===== config.mk =====
export PLATFORM = sky130hd
export DESIGN_NAME = lcdfs_seq
export DESIGN_NICKNAME = d
export VERILOG_FILES = /design/src/hdl/lcdfs_pkg.sv /design/src/hdl/lcdfs_seq.sv
export SDC_FILE = /design/constraint.sdc
export NUM_CORES = 1
export LEC_CHECK = 0
export ABC_AREA = 1
export BUFFER_PORTS_ARGS = -buffer_cell sky130_fd_sc_hd__buf_2
export CAP_MARGIN = 20
export CORE_ASPECT_RATIO = 1.2
export CORE_UTILIZATION = 51
export CTS_CLUSTER_SIZE = 24
export DETAILED_ROUTE_END_ITERATION = 12
export PLACE_DENSITY = 0.78
export SLEW_MARGIN = 20
export SYNTH_ARGS = -nofsm -noshare
export SYNTH_HDL_FRONTEND = slang
export SYNTH_SLANG_ARGS = --single-unit

===== constraint.sdc =====
create_clock -name clk -period 2.2 [get_ports clk]
set_input_delay 0.11 -clock clk [delete_from_list [all_inputs] [get_ports clk]]
set_output_delay 0.11 -clock clk [all_outputs]
set_load 0.02 [all_outputs]

===== src/hdl/lcdfs_pkg.sv =====
package lcdfs_pkg;

  localparam logic [7:0] PKT_LEAD = 8'h80;

  typedef enum logic [2:0] {
    FN_SET_PIXEL  = 3'd0,
    FN_WRITE_BYTE = 3'd1,
    FN_FILL       = 3'd2,
    FN_START      = 3'd3,
    FN_NEXT_LINE  = 3'd4
  } func_t;

  typedef enum logic [2:0] {
    OS_MODE, OS_LINE, OS_DATA, OS_ZERO, OS_ZERO_LAST
  } out_sel_t;

  typedef enum logic [2:0] {
    M_NONE, M_RD_PIX, M_WR_PIX, M_WR_BYTE, M_WR_FILL, M_RD_LINE
  } mem_op_t;

  typedef enum logic [1:0] {
    A_HOLD, A_LINE_BASE, A_INC
  } addr_op_t;

  typedef enum logic [1:0] {
    L_HOLD, L_START, L_ADV, L_KILL
  } line_op_t;

  typedef enum logic [2:0] {
    C_NEVER, C_ALWAYS, C_DISPATCH, C_MORE_FILL, C_MORE_BYTES, C_NO_LINE
  } cond_t;

  typedef logic [3:0] upc_t;

  localparam upc_t U_IDLE      = 4'd0;
  localparam upc_t U_PIX_RD    = 4'd1;
  localparam upc_t U_PIX_WR    = 4'd2;
  localparam upc_t U_WRB       = 4'd3;
  localparam upc_t U_FILL      = 4'd4;
  localparam upc_t U_DONE      = 4'd5;
  localparam upc_t U_START     = 4'd6;
  localparam upc_t U_NEXT      = 4'd7;
  localparam upc_t U_SEND_MODE = 4'd8;
  localparam upc_t U_SEND_LINE = 4'd9;
  localparam upc_t U_RD        = 4'd10;
  localparam upc_t U_EMIT      = 4'd11;
  localparam upc_t U_Z0        = 4'd12;
  localparam upc_t U_Z1        = 4'd13;
  localparam upc_t U_KILL      = 4'd14;

  typedef struct packed {
    logic     take;
    logic     emit;
    out_sel_t osel;
    mem_op_t  mem;
    addr_op_t aop;
    line_op_t lop;
    cond_t    cond;
    upc_t     target;
  } ctrl_word_t;

  typedef struct packed {
    logic more_fill;
    logic more_bytes;
    logic no_line;
  } flags_t;

  function automatic ctrl_word_t cw(input logic take, input logic emit, input out_sel_t osel,
                                    input mem_op_t mem, input addr_op_t aop,
                                    input line_op_t lop, input cond_t cond,
                                    input upc_t target);
    ctrl_word_t w;
    w.take   = take;
    w.emit   = emit;
    w.osel   = osel;
    w.mem    = mem;
    w.aop    = aop;
    w.lop    = lop;
    w.cond   = cond;
    w.target = target;
    return w;
  endfunction

  // Microcode ROM: dispatch goes by in_func, a true cond to target, else fall through.
  function automatic ctrl_word_t ucode(input upc_t pc);
    ctrl_word_t w;
    unique case (pc)
      U_IDLE:      w = cw(1'b1, 1'b0, OS_ZERO, M_NONE, A_HOLD, L_HOLD, C_DISPATCH, U_IDLE);
      U_PIX_RD:    w = cw(1'b0, 1'b0, OS_ZERO, M_RD_PIX, A_HOLD, L_HOLD, C_NEVER, U_IDLE);
      U_PIX_WR:    w = cw(1'b0, 1'b0, OS_ZERO, M_WR_PIX, A_HOLD, L_HOLD, C_ALWAYS, U_IDLE);
      U_WRB:       w = cw(1'b0, 1'b0, OS_ZERO, M_WR_BYTE, A_HOLD, L_HOLD, C_ALWAYS, U_IDLE);
      U_FILL:      w = cw(1'b0, 1'b0, OS_ZERO, M_WR_FILL, A_INC, L_HOLD, C_MORE_FILL, U_FILL);
      U_DONE:      w = cw(1'b0, 1'b0, OS_ZERO, M_NONE, A_HOLD, L_HOLD, C_ALWAYS, U_IDLE);
      U_START:     w = cw(1'b0, 1'b0, OS_ZERO, M_NONE, A_HOLD, L_START, C_ALWAYS, U_SEND_MODE);
      U_NEXT:      w = cw(1'b0, 1'b0, OS_ZERO, M_NONE, A_HOLD, L_HOLD, C_NO_LINE, U_KILL);
      U_SEND_MODE: w = cw(1'b0, 1'b1, OS_MODE, M_NONE, A_LINE_BASE, L_HOLD, C_NEVER, U_IDLE);
      U_SEND_LINE: w = cw(1'b0, 1'b1, OS_LINE, M_NONE, A_HOLD, L_HOLD, C_NEVER, U_IDLE);
      U_RD:        w = cw(1'b0, 1'b0, OS_ZERO, M_RD_LINE, A_HOLD, L_HOLD, C_NEVER, U_IDLE);
      U_EMIT:      w = cw(1'b0, 1'b1, OS_DATA, M_NONE, A_INC, L_HOLD, C_MORE_BYTES, U_RD);
      U_Z0:        w = cw(1'b0, 1'b1, OS_ZERO, M_NONE, A_HOLD, L_HOLD, C_NEVER, U_IDLE);
      U_Z1:        w = cw(1'b0, 1'b1, OS_ZERO_LAST, M_NONE, A_HOLD, L_ADV, C_ALWAYS, U_IDLE);
      U_KILL:      w = cw(1'b0, 1'b0, OS_ZERO, M_NONE, A_HOLD, L_KILL, C_ALWAYS, U_IDLE);
      default:     w = cw(1'b0, 1'b0, OS_ZERO, M_NONE, A_HOLD, L_HOLD, C_ALWAYS, U_IDLE);
    endcase
    return w;
  endfunction

  function automatic logic [7:0] bitrev8(input logic [7:0] b);
    logic [7:0] v;
    v = ((b & 8'hF0) >> 4) | ((b & 8'h0F) << 4);
    v = ((v & 8'hCC) >> 2) | ((v & 8'h33) << 2);
    v = ((v & 8'hAA) >> 1) | ((v & 8'h55) << 1);
    return v;
  endfunction

endpackage


===== src/hdl/lcdfs_seq.sv =====
module lcdfs_seq (
  input  logic                clk,
  input  logic                rst_n,
  input  logic                in_valid,
  input  logic [2:0]          in_func,
  input  logic                out_busy,
  input  lcdfs_pkg::flags_t   flags,
  output lcdfs_pkg::ctrl_word_t ctrl,
  output logic                advance
);

  lcdfs_pkg::upc_t pc_r, pc_nxt, dispatch_pc;
  logic            cond_hit;

  assign ctrl = lcdfs_pkg::ucode(pc_r);

  // A step that takes a request waits for one; a step that emits waits for a free output slot.
  assign advance = ctrl.take ? in_valid : !(ctrl.emit && out_busy);

  always_comb begin
    unique case (in_func)
      lcdfs_pkg::FN_SET_PIXEL:  dispatch_pc = lcdfs_pkg::U_PIX_RD;
      lcdfs_pkg::FN_WRITE_BYTE: dispatch_pc = lcdfs_pkg::U_WRB;
      lcdfs_pkg::FN_FILL:       dispatch_pc = lcdfs_pkg::U_FILL;
      lcdfs_pkg::FN_START:      dispatch_pc = lcdfs_pkg::U_START;
      lcdfs_pkg::FN_NEXT_LINE:  dispatch_pc = lcdfs_pkg::U_NEXT;
      default:                  dispatch_pc = lcdfs_pkg::U_IDLE;
    endcase
  end

  always_comb begin
    unique case (ctrl.cond)
      lcdfs_pkg::C_ALWAYS:     cond_hit = 1'b1;
      lcdfs_pkg::C_MORE_FILL:  cond_hit = flags.more_fill;
      lcdfs_pkg::C_MORE_BYTES: cond_hit = flags.more_bytes;
      lcdfs_pkg::C_NO_LINE:    cond_hit = flags.no_line;
      default:                 cond_hit = 1'b0;
    endcase
  end

  always_comb begin
    pc_nxt = pc_r;
    if (advance) begin
      if (ctrl.cond == lcdfs_pkg::C_DISPATCH) begin
        pc_nxt = dispatch_pc;
      end else if (cond_hit) begin
        pc_nxt = ctrl.target;
      end else begin
        pc_nxt = pc_r + 4'd1;
      end
    end
  end

  // Reset enters the fill loop so the store is swept to zero before the first request.
  always_ff @(posedge clk) begin
    if (!rst_n) begin
      pc_r <= lcdfs_pkg::U_FILL;
    end else begin
      pc_r <= pc_nxt;
    end
  end

endmodule


==> metrics list, run 1 <==
- Walking the worst path, the cells encountered are nor3_4 > o21ai_2 > nor2_1 > nor2_1 > nand2_1 > nand2_1 > nand2_1 > buf_4 > ha_1 > inv_1 > nor2_1 > nand2_2 > nand2_1.
- Net count of the mapped netlist: 164
- Nature of the critical path endpoint: register
* Net count reported at finish: 194
- Shortest clock period the worst path allows after layout: 1.989 ns
* # port buffers: 28
- Critical Setup Path Class: register to register
- Wirelength, routed: 2.335 mm
- Of the synthesized area, sequential elements account for 37.00%.
- GR Util All Layers: 21.45%
- After detailed routing, the number of remaining DRC violations is 0.
- Number of top-level pins: 30
- Slew Viols, Final: 0
* Period utilization: 90.41%
- Worst hold-check path type: input port to register
- H-tree levels: 1
* Clock network latency to the later pin of the worst-skew pair: 0.31 ns
* Number of antenna cells inserted: 0
- Full die area: 2421 um2
- 1st-iter DRT viols: 27
* Number of antenna violations at the first check in global routing: 0
* Core footprint: 2072 um2
* Fill cell instance count of the final layout: 201
- The die is 45.09 um wide.
- For the worst setup path, the data arrival time is 2.24 ns.
- In this run the worst path has a maximum fanout of 8.
- Total negative slack for setup checks: 0 ns
- After detailed routing, the average wire length per cell comes to 11.28 um.
- Synthesis instantiated 29 different standard cells from the library.
- Cells taking the most area after synthesis: dfxtp_1 37%, nand2_1 11%, ha_1 6.6%, inv_1 6.6%, nand2_2 5.0%
- Detailed-route via count: 1006
- Post-CTS clock slew at the launch and capture registers of the worst setup and hold paths: 0.12 ns
* Detailed-routed wire length on met2: 1.215 mm
* Post-route ant nets: 0
- The first global-routing pass estimated 3.636 mm of wire.
- The area growth from synthesis to layout is 15.75%.
* Peak per-stage delay on the critical path: 0.42 ns
- Number of max-cap violations: 0
* Count of endpoints failing setup in the final report: 0
* Leading area contributor after synthesis: dfxtp_1
- Storage cell area: 420.4 um2
* Postcts setup bufs: 0
- After detailed routing, no signal wire sits above met4.
- For this configuration, the core starts out at a cell density of 54.83%.
- The synthesized design contains 21 register bits.
- Clock root cell: clkbuf_4
- The worst setup path is launched from a register.
- Setup repair after global routing missed its margin: no
- VDD sags by at most 0.8548 mV.
- In this run the mean area of a mapped cell was 7.676 um2.
- The count of endpoints failing hold in the final timing report was 0.
* Worst Skew: 0.01109 ns
- CP required: 2.45 ns
* P per Cell Area: 1528 nW/um2
- After technology mapping, the gate count stands at 148.
* Site row count: 18
- Routability congestion estimate from global placement: 0.8763
- Post-route met1 wirelength: 947 um
- Area of the mapped netlist: 1136 um2
* Share of cells above drive strength 1: 33.90%
- After synthesis, the largest area contributor takes up 37.00% of total cell area.
- The Yosys step of the flow raised 0 warnings.
- Wire segments on met3 add up to 120 um in the final route.
- TritonCTS clock tree: done
- Via density: 4.860
- The floorplan step set the die height to 53.70 um.
* # clock sinks: 21
- The slowest stage of the critical path is the dfxtp_1 cell.
* Number of global-route vias before repair: 890
- Max Buffers Root-to-Sink: 2
- The total overflow left after global routing is 0.
* Peak Freq: 502.8 MHz
- Half-perimeter wire length after detailed placement: 1.864 mm
* Number of search-and-repair iterations in the first detailed-routing pass: 4
- Final standard cell utilization of the core: 63.47%
- P_leak: 0.7054 nW
- CP dominant cell by count: nand2_1
- In this run, CTS created clock tree buffers numbering 3.
- Status: complete, no violations
* Area occupied by multi-input gates: 603.1 um2
- Entering global routing, the biggest net connects 13 pins.
-- path summary, 6_finish.rpt --
path                              from  cells after the start                to  slack (ns)
setup reg to reg       ctrl[6]$_DFF_P_                     13  ctrl[13]$_DFF_P_        0.21
hold reg to reg   pc_r[1]$_SDFFE_PN0N_                      4   ctrl[3]$_DFF_P_        0.70
hold / removal                   rst_n                      3   ctrl[3]$_DFF_P_        0.16
setup / recovery       ctrl[6]$_DFF_P_                     13  ctrl[13]$_DFF_P_        0.21
-- through the flow --
stage	setup WS [ns]	instance area (um2)	total power, mW	cells	hold slack (ns)
2_1_floorplan	0.2036	1136	1.557	148	0.4207
3_3_place_gp	0.2563	1281	1.789	203	0.4667
3_5_place_dp	0.1838	1281	1.817	203	0.4777
4_1_cts	0.1281	1309	2.004	207	0.1463
5_1_grt	0.03653	1315	2.173	207	0.1514
6_report	0.2110	1315	2.009	207	0.1580
-- repair_timing --
| item | CTS | global route |
|---|---|---|
| setup endpoints to repair | 0 | 2 |
| resized for setup | 0 | 1 |
| hold buffers | 0 | 0 |
| hold endpoints to repair | 0 | 0 |
-- state kept, by name, indices dropped and copies added (netlist names) --
register / cells
ctrl: 17
pc_r: 4
-- cell usage after synthesis --
library cell / number
nor2_4: 3
a21oi_2: 2
o21ai_0: 2
buf_2: 1
o21bai_1: 1
nand3_2: 1
nor2_8: 1
nor3_1: 1
nor3_2: 1
buf_4: 2
nor2_1: 11
dfxtp_1: 21
and3_1: 1
ha_1: 6
nand2_4: 1
nand2_2: 9
a21oi_1: 2
inv_1: 20
xnor2_1: 1
o21ai_2: 2
nand4_1: 3
conb_1: 1
o211ai_1: 1
nand3_1: 10
nor2_2: 6
nand2_1: 33
inv_2: 1
buf_12: 1
o21ai_1: 3
-- layer usage --
| layer | track usage (%) | vias to the layer above |
|---|---|---|
| met2 | 40.58 | 33 |
| met4 | 13.13 | 0 |
| met5 | 0 | - |
| met1 | 22.02 | 453 |
| li1 | - | 516 |
| met3 | 2.349 | 4 |
-- power by group --
group | total [mW] | leakage [nW] | switching, mW | internal, mW
sequential | 0.614 | 0.173 | 0.0902 | 0.524
combinational | 1.21 | 0.515 | 0.820 | 0.390
clock | 0.184 | 0.0177 | 0.116 | 0.0680
total | 2.01 | 0.705 | 1.03 | 0.982
-- cell type report --
cell class / count / share of cell area (%)
Clock buffer: 3 / 1.713
Clock inverter: 1 / 0.3806
Inverter: 21 / 5.994
Multi-Input combinational cell: 102 / 45.86
Sequential cell: 21 / 31.97
Tap cell: 30 / 2.854
Timing Repair Buffer: 29 / 11.23
-- kinds of logic after synthesis --
logic type | share of synthesized area (%)
adder cells (fa/ha/maj) | 6.608
flip-flops | 37.00
buffers and inverters | 10.46
AND/OR/NAND/NOR | 37.34
AO/OA/AOI/OAI | 7.490
other | 0.3301
XOR/XNOR | 0.7711
-- worst max-delay path, delay by kind of cell, from the launching register on --
kind                     cells  cell delay, ns
AO/OA/AOI/OAI                1            0.11
adder cells (fa/ha/maj)      1            0.15
buffers and inverters        2            0.21
flip-flops                   1            0.42
AND/OR/NAND/NOR              9            1.04
-- layout by cell type, fill, tap and decap left out, types with 2 or more instances in the layout --
master,count
a21oi_1,2
nor2_4,3
inv_1,20
o21ai_1,3
nor2_2,6
a21oi_2,2
o21ai_0,2
dfxtp_1,21
nand2_1,33
nor2_1,11
nand3_1,10
clkbuf_4,3
nand4_1,3
ha_1,6
o21ai_2,2
buf_2,28
nand2_2,9
Note: power is estimated with default switching activity, not from simulation.
==> inputs of run 2 (changes only) <==
Settings changed: CELL_PAD_IN_SITES_DETAIL_PLACEMENT set to 1, CELL_PAD_IN_SITES_GLOBAL_PLACEMENT set to 1, CORE_UTILIZATION 51 to 36, PLACE_DENSITY 0.78 to not set, PLACE_DENSITY_LB_ADDON set to 0.1.
==> run 2 against run 1 <==
Design area is 1.4% higher. Via count shrank 0.30%. Clock power is 2% lower. First-iteration DRC count is 81% lower. Sequential share of layout area shrank 0.26 points. Highest routed layer unchanged. Critical path type unchanged. Register-to-register slack hardly changed. Critical endpoint unchanged. Total power increased by 2.3%.
==> metrics list, run 2 (same netlist as run 1, synthesis figures left out) <==
- The run finished with clean final reports.
* Number of antenna cells inserted: 0
- Post-CTS timing repair inserted 0 buffers for setup.
- At the end of the flow, the number of nets in the layout was 195.
* Largest net degree at the start of global routing: 13
* # port buffers: 28
- Shortest clock period the worst path allows after layout: 1.982 ns
- Max-cap violations in this run came to 0.
- Clock network latency to the later pin of the worst-skew pair: 0.29 ns
- P_leak: 0.7073 nW
- The placed instances occupy a cell area of 1294 um2.
* Area growth from synthesis to layout: 17.40%
- In this run the standard cell core region covers 2890 um2.
* Storage cell area: 422.9 um2
- # clock sinks: 21
- Count of endpoints failing setup in the final report: 0
- Derived from the worst setup path, the maximum achievable clock frequency is 504.5 MHz.
* Max Buffers Root-to-Sink: 2
* Slew Viols, Final: 0
- The library cells used most frequently in the layout, excluding fill and tap cells, are 32 x nand2_1, 28 x buf_2, 19 x inv_1, 19 x dfxtp_1.
* Number of cells on the worst reg-to-reg path: 15
- Cells with a size suffix above 1 make up 36.52% of the layout.
* Worst hold-check path type: input port to register
- Number of top-level pins: 30
* Fill cell instance count of the final layout: 386
* Cts bufs inserted: 3
- Across the routed clock network, the largest skew measured is 0.001126 ns.
* Non-Filler Cell Area, Final: 1334 um2
* Routability congestion estimate from global placement: 0.8008
* Nature of the critical path endpoint: register
* Total negative slack for setup checks: 0 ns
* Data arrival time of the critical path: 2.18 ns
* Flip-flop count of the largest register, all copies and words added: 17
* Number of search-and-repair iterations in the first detailed-routing pass: 4
- In this run the clock root is driven by a clkbuf_4.
- Die X: 53.28 um
- The number of global-route vias before repair came to 1009.
* H-tree levels: 1
* 1st-iter DRT viols: 5
- Summing over every cut layer, the via total after detailed routing is 1003.
- Initial core utilization: 39.31%
* Number of antenna violations at the first check in global routing: 0
- Row generation in the floorplan step produced 21 rows.
- Startpoint class of the critical path: register
- P per Cell Area: 1541 nW/um2
- Min-Delay Path Depth: 3
- Crit Path Max Fanout: 6
- Dividing the final minimum period by the clock period gives 90.10%.
- Global routing used 18.45% of the available tracks.
* Vertical extent of the die: 63.54 um
- Final hold vios: 0
* Most common cell after layout, fill and taps aside: nand2_1
* Drt drc: 0
* Half-perimeter wire length after detailed placement: 2.206 mm
- TritonCTS clock tree: done
* Area occupied by multi-input gates: 608.1 um2
- Post-route ant nets: 0
- Routed wire per std cell: 12.64 um
- The first global-routing pass estimated 4.678 mm of wire.
- Critical Setup Path Class: register to register
- Post-CTS clock slew at the launch and capture registers of the worst setup and hold paths: 0.11 ns
* VDD IR max: 0.7986 mV
- Aggregate global routing overflow: 0
- Via density: 4.731
- The die covers 3385 um2.
- Wirelength, routed: 2.679 mm
- Setup repair after global routing left no endpoint under its margin.
- At the worst endpoint, the required time is 2.39 ns.
==> run 2: cell count changes in the layout (fill, tap and decap cells not counted), sizes merged <==
cell,delta
clkbuf,+1
clkinv,-1
buf,+1
==> run 2: final timing paths <==
kind / slack [ns] / startpoint / endpoint
min reg2reg: 0.69 / pc_r[0]$_SDFFE_PN0N_ / ctrl[9]$_SDFF_PP0_
min: 0.16 / rst_n / ctrl[4]$_DFF_P_
max reg2reg: 0.22 / ctrl[4]$_DFF_P_ / ctrl[13]$_DFF_P_
max: 0.22 / ctrl[4]$_DFF_P_ / ctrl[13]$_DFF_P_
==> run 2: layout make-up <==
| cell class | instances | share of cell area (%) |
|---|---|---|
| flip-flops and latches | 21 | 31.71 |
| well taps | 34 | 3.189 |
| inverters | 21 | 5.910 |
| clock buffers | 4 | 1.970 |
| multi-input cells | 102 | 45.59 |
| repair buffers | 30 | 11.63 |
==> run 2: report_power, final <==
part | internal [mW] | switching, mW | leakage [nW] | total (mW)
logic | 0.403 | 0.848 | 0.519 | 1.25
clock network | 0.0704 | 0.109 | 0.0150 | 0.180
registers | 0.527 | 0.0973 | 0.173 | 0.624
total | 1.00 | 1.05 | 0.707 | 2.06
==> run 2: critical path, stage by stage (launching register included) <==
cell	delay, ns
dfxtp_1	0.50
nand2_1	0.09
nand2_1	0.07
nand2_2	0.08
nand2_1	0.11
nand2_1	0.06
nand2_1	0.05
nand2_1	0.08
nand2_1	0.12
nand2_2	0.07
buf_4	0.16
ha_1	0.22
inv_1	0.10
nor2_2	0.05
nand2_2	0.08
nand2_1	0.06
==> run 2: repair_timing <==
item,CTS,global route
setup endpoints to repair,0,9
resized for setup,0,6
hold buffers,0,0
==> run 2: stage by stage <==
step           instances  hold WS, ns  power, mW  setup WS (ns)  util (%)
3_5_place_dp         208       0.4750      1.877         0.1207     44.76
2_1_floorplan        148       0.4207      1.557         0.2036         -
6_report             212       0.1643      2.055         0.2178     46.15
3_3_place_gp         208       0.4690      1.846         0.2003     44.76
4_1_cts              212       0.1605      2.058        0.07336     45.67
5_1_grt              212       0.1694      2.245       0.009684     46.15
==> run 2: layer usage <==
layer | up-vias | part of all wire (%) | track usage [%]
li1 | 512 | - | -
met1 | 474 | 44 | 24.15
met2 | 15 | 52 | 31.87
met3 | 2 | 2.5 | 1.449
met4 | 0 | 0.78 | 3.947
met5 | - | 0 | 0
==> inputs of run 3 (changes only) <==
Settings changed: RECOVER_POWER set to 50.
==> run 3 against run 2 <==
Sequential cell count did not move. Combinational power barely moved. Sequential share of layout area rose by 0.51 points. Sequential power rose by 0.6%. Utilization fell by 0.74 points. Non-clock buffer count did not move. Maximum frequency fell by 0.20%. Via count barely moved. Largest power group unchanged. Highest routed layer unchanged.
==> metrics list, run 3 (same netlist as run 1, synthesis figures left out) <==
* Post-CTS clock slew at the launch and capture registers of the worst setup and hold paths: 0.11 ns
- Power spread over the standard cell area amounts to 1548 nW/um2.
* Number of antenna cells inserted: 0
- Site row count: 21
- Nature of the critical path endpoint: register
* Most common cell after layout, fill and taps aside: nand2_1
- Cts bufs inserted: 3
- The die is 53.28 um wide.
* Routed wire per std cell: 12.81 um
* Aggregate global routing overflow: 0
* Period utilization: 90.28%
* Half-perimeter wire length after detailed placement: 2.206 mm
- Largest net degree at the start of global routing: 13
* Number of global-route vias before repair: 1009
- From synthesis to final layout, the design area changed by 15.53%.
- H-tree levels: 1
- Core footprint: 2890 um2
* # clock sinks: 21
- The worst setup path is launched from a register.
- The count of buffers added on input and output ports is 28.
- The tree is rooted in a clkbuf_4.
- Summed over all cells, the static leakage comes to 0.6497 nW.
- Data arrival time of the critical path: 2.18 ns
- Max Buffers Root-to-Sink: 2
- Flip-flop count of the largest register, all copies and words added: 17
* Wirelength, routed: 2.715 mm
- Clock network latency to the later pin of the worst-skew pair: 0.29 ns
* Critical Setup Path Class: register to register
- For this block, the initial DRC count from the detailed router was 6.
- The first global-routing pass estimated 4.678 mm of wire.
- Timing analysis after detailed placement gives a worst setup slack of 0.1207 ns.
* Final hold vios: 0
- Post-route ant nets: 0
- Share of cells above drive strength 1: 26.97%
- Number of antenna violations at the first check in global routing: 0
- Final worst-path setup slack: 0.2138 ns
- Number of max-cap violations: 0
- Worst hold-check path type: input port to register
- TritonCTS clock tree: done
- After the last flow step, the layout net total stands at 195.
* Count of endpoints failing setup in the final report: 0
* Via density: 4.736
- Subtracting the final worst setup slack from the clock period gives 1.986 ns.
- Worst Skew: 0.001893 ns
- At the worst endpoint, the required time is 2.39 ns.
- Number of top-level pins: 30
- Based on the critical path, the design can be clocked at up to 503.5 MHz.
- For this run, the detailed router's first-pass iteration total came to 4.
* VDD IR max: 0.7942 mV
- In the layout the commonest cells are 32 x nand2_1, 19 x inv_1, 19 x dfxtp_1.
- Status: complete, no violations
- Slew Viols, Final: 0
* Initial core utilization: 39.31%
- Crit Path Max Fanout: 6
* GR Util All Layers: 18.45%
- Summing over every cut layer, the via total after detailed routing is 1004.
- Drt drc: 0
* Vertical extent of the die: 63.54 um
* Routability congestion estimate from global placement: 0.8008
- For the final routed database, the setup TNS stands at 0 ns.
- Setup repair after global routing missed its margin: no
- Full die area: 3385 um2
-- run 3: changes by cell type in the layout (fill, tap and decap cells not counted), sizes merged --
cell    change
clkbuf     +17
buf        -17
-- run 3: final timing paths --
path / startpoint / end / slack, ns / cells past startpoint
worst max-delay path: ctrl[4]$_DFF_P_ / ctrl[13]$_DFF_P_ / 0.21 / 15
worst min-delay path: rst_n / ctrl[4]$_DFF_P_ / 0.17 / 3
worst max register to register: ctrl[4]$_DFF_P_ / ctrl[13]$_DFF_P_ / 0.21 / 15
worst min register to register: pc_r[0]$_SDFFE_PN0N_ / ctrl[9]$_SDFF_PP0_ / 0.70 / 3
-- run 3: power by group --
group / switching, mW / total (mW) / internal (mW)
Clock: 0.109 / 0.179 / 0.0704
Sequential: 0.101 / 0.628 / 0.527
Combinational: 0.849 / 1.22 / 0.375
-- run 3: through the flow --
| step | std cells | total power, mW | util [%] | area [um2] | hold slack (ns) |
|---|---|---|---|---|---|
| 2_1_floorplan | 148 | 1.557 | - | 1136 | 0.4207 |
| 3_3_place_gp | 208 | 1.846 | 44.76 | 1294 | 0.4690 |
| 3_5_place_dp | 208 | 1.877 | 44.76 | 1294 | 0.4750 |
| 4_1_cts | 212 | 2.058 | 45.67 | 1320 | 0.1605 |
| 5_1_grt | 212 | 2.220 | 45.41 | 1313 | 0.1694 |
| 6_report | 212 | 2.031 | 45.41 | 1313 | 0.1665 |
-- run 3: area by class of cell --
| type | count | area [um2] |
|---|---|---|
| Clock buffer | 4 | 26.28 |
| Sequential cell | 21 | 422.9 |
| Inverter | 21 | 78.83 |
| Multi-Input combinational cell | 102 | 608.1 |
| Fill cell | 385 | 1578 |
| Timing Repair Buffer | 30 | 133.9 |
| Tap cell | 34 | 42.54 |
-- run 3: layer usage --
layer  GRT usage, %  share of wire (%)  up-vias
met1          24.15                 45      476
met2          31.87                 52       13
met4          3.947               0.96        0
li1               -                  -      513
met3          1.449                2.1        2
met5              0                  0        -
-- run 3: worst max-delay path, stage by stage (launching register included) --
cell and delay [ns]:
dfxtp_1 0.50, nand2_1 0.09, nand2_1 0.07, nand2_2 0.08, nand2_1 0.11, nand2_1 0.06
nand2_1 0.05, nand2_1 0.07, nand2_1 0.12, nand2_2 0.07, buf_4 0.16, ha_1 0.22
inv_1 0.10, nor2_2 0.05, nand2_2 0.08, nand2_1 0.06
-- run 3: timing repair --
item	CTS	global route
buffers inserted	0	0
gates resized for setup	0	6
hold buffers	0	0
setup endpoints to repair	0	9
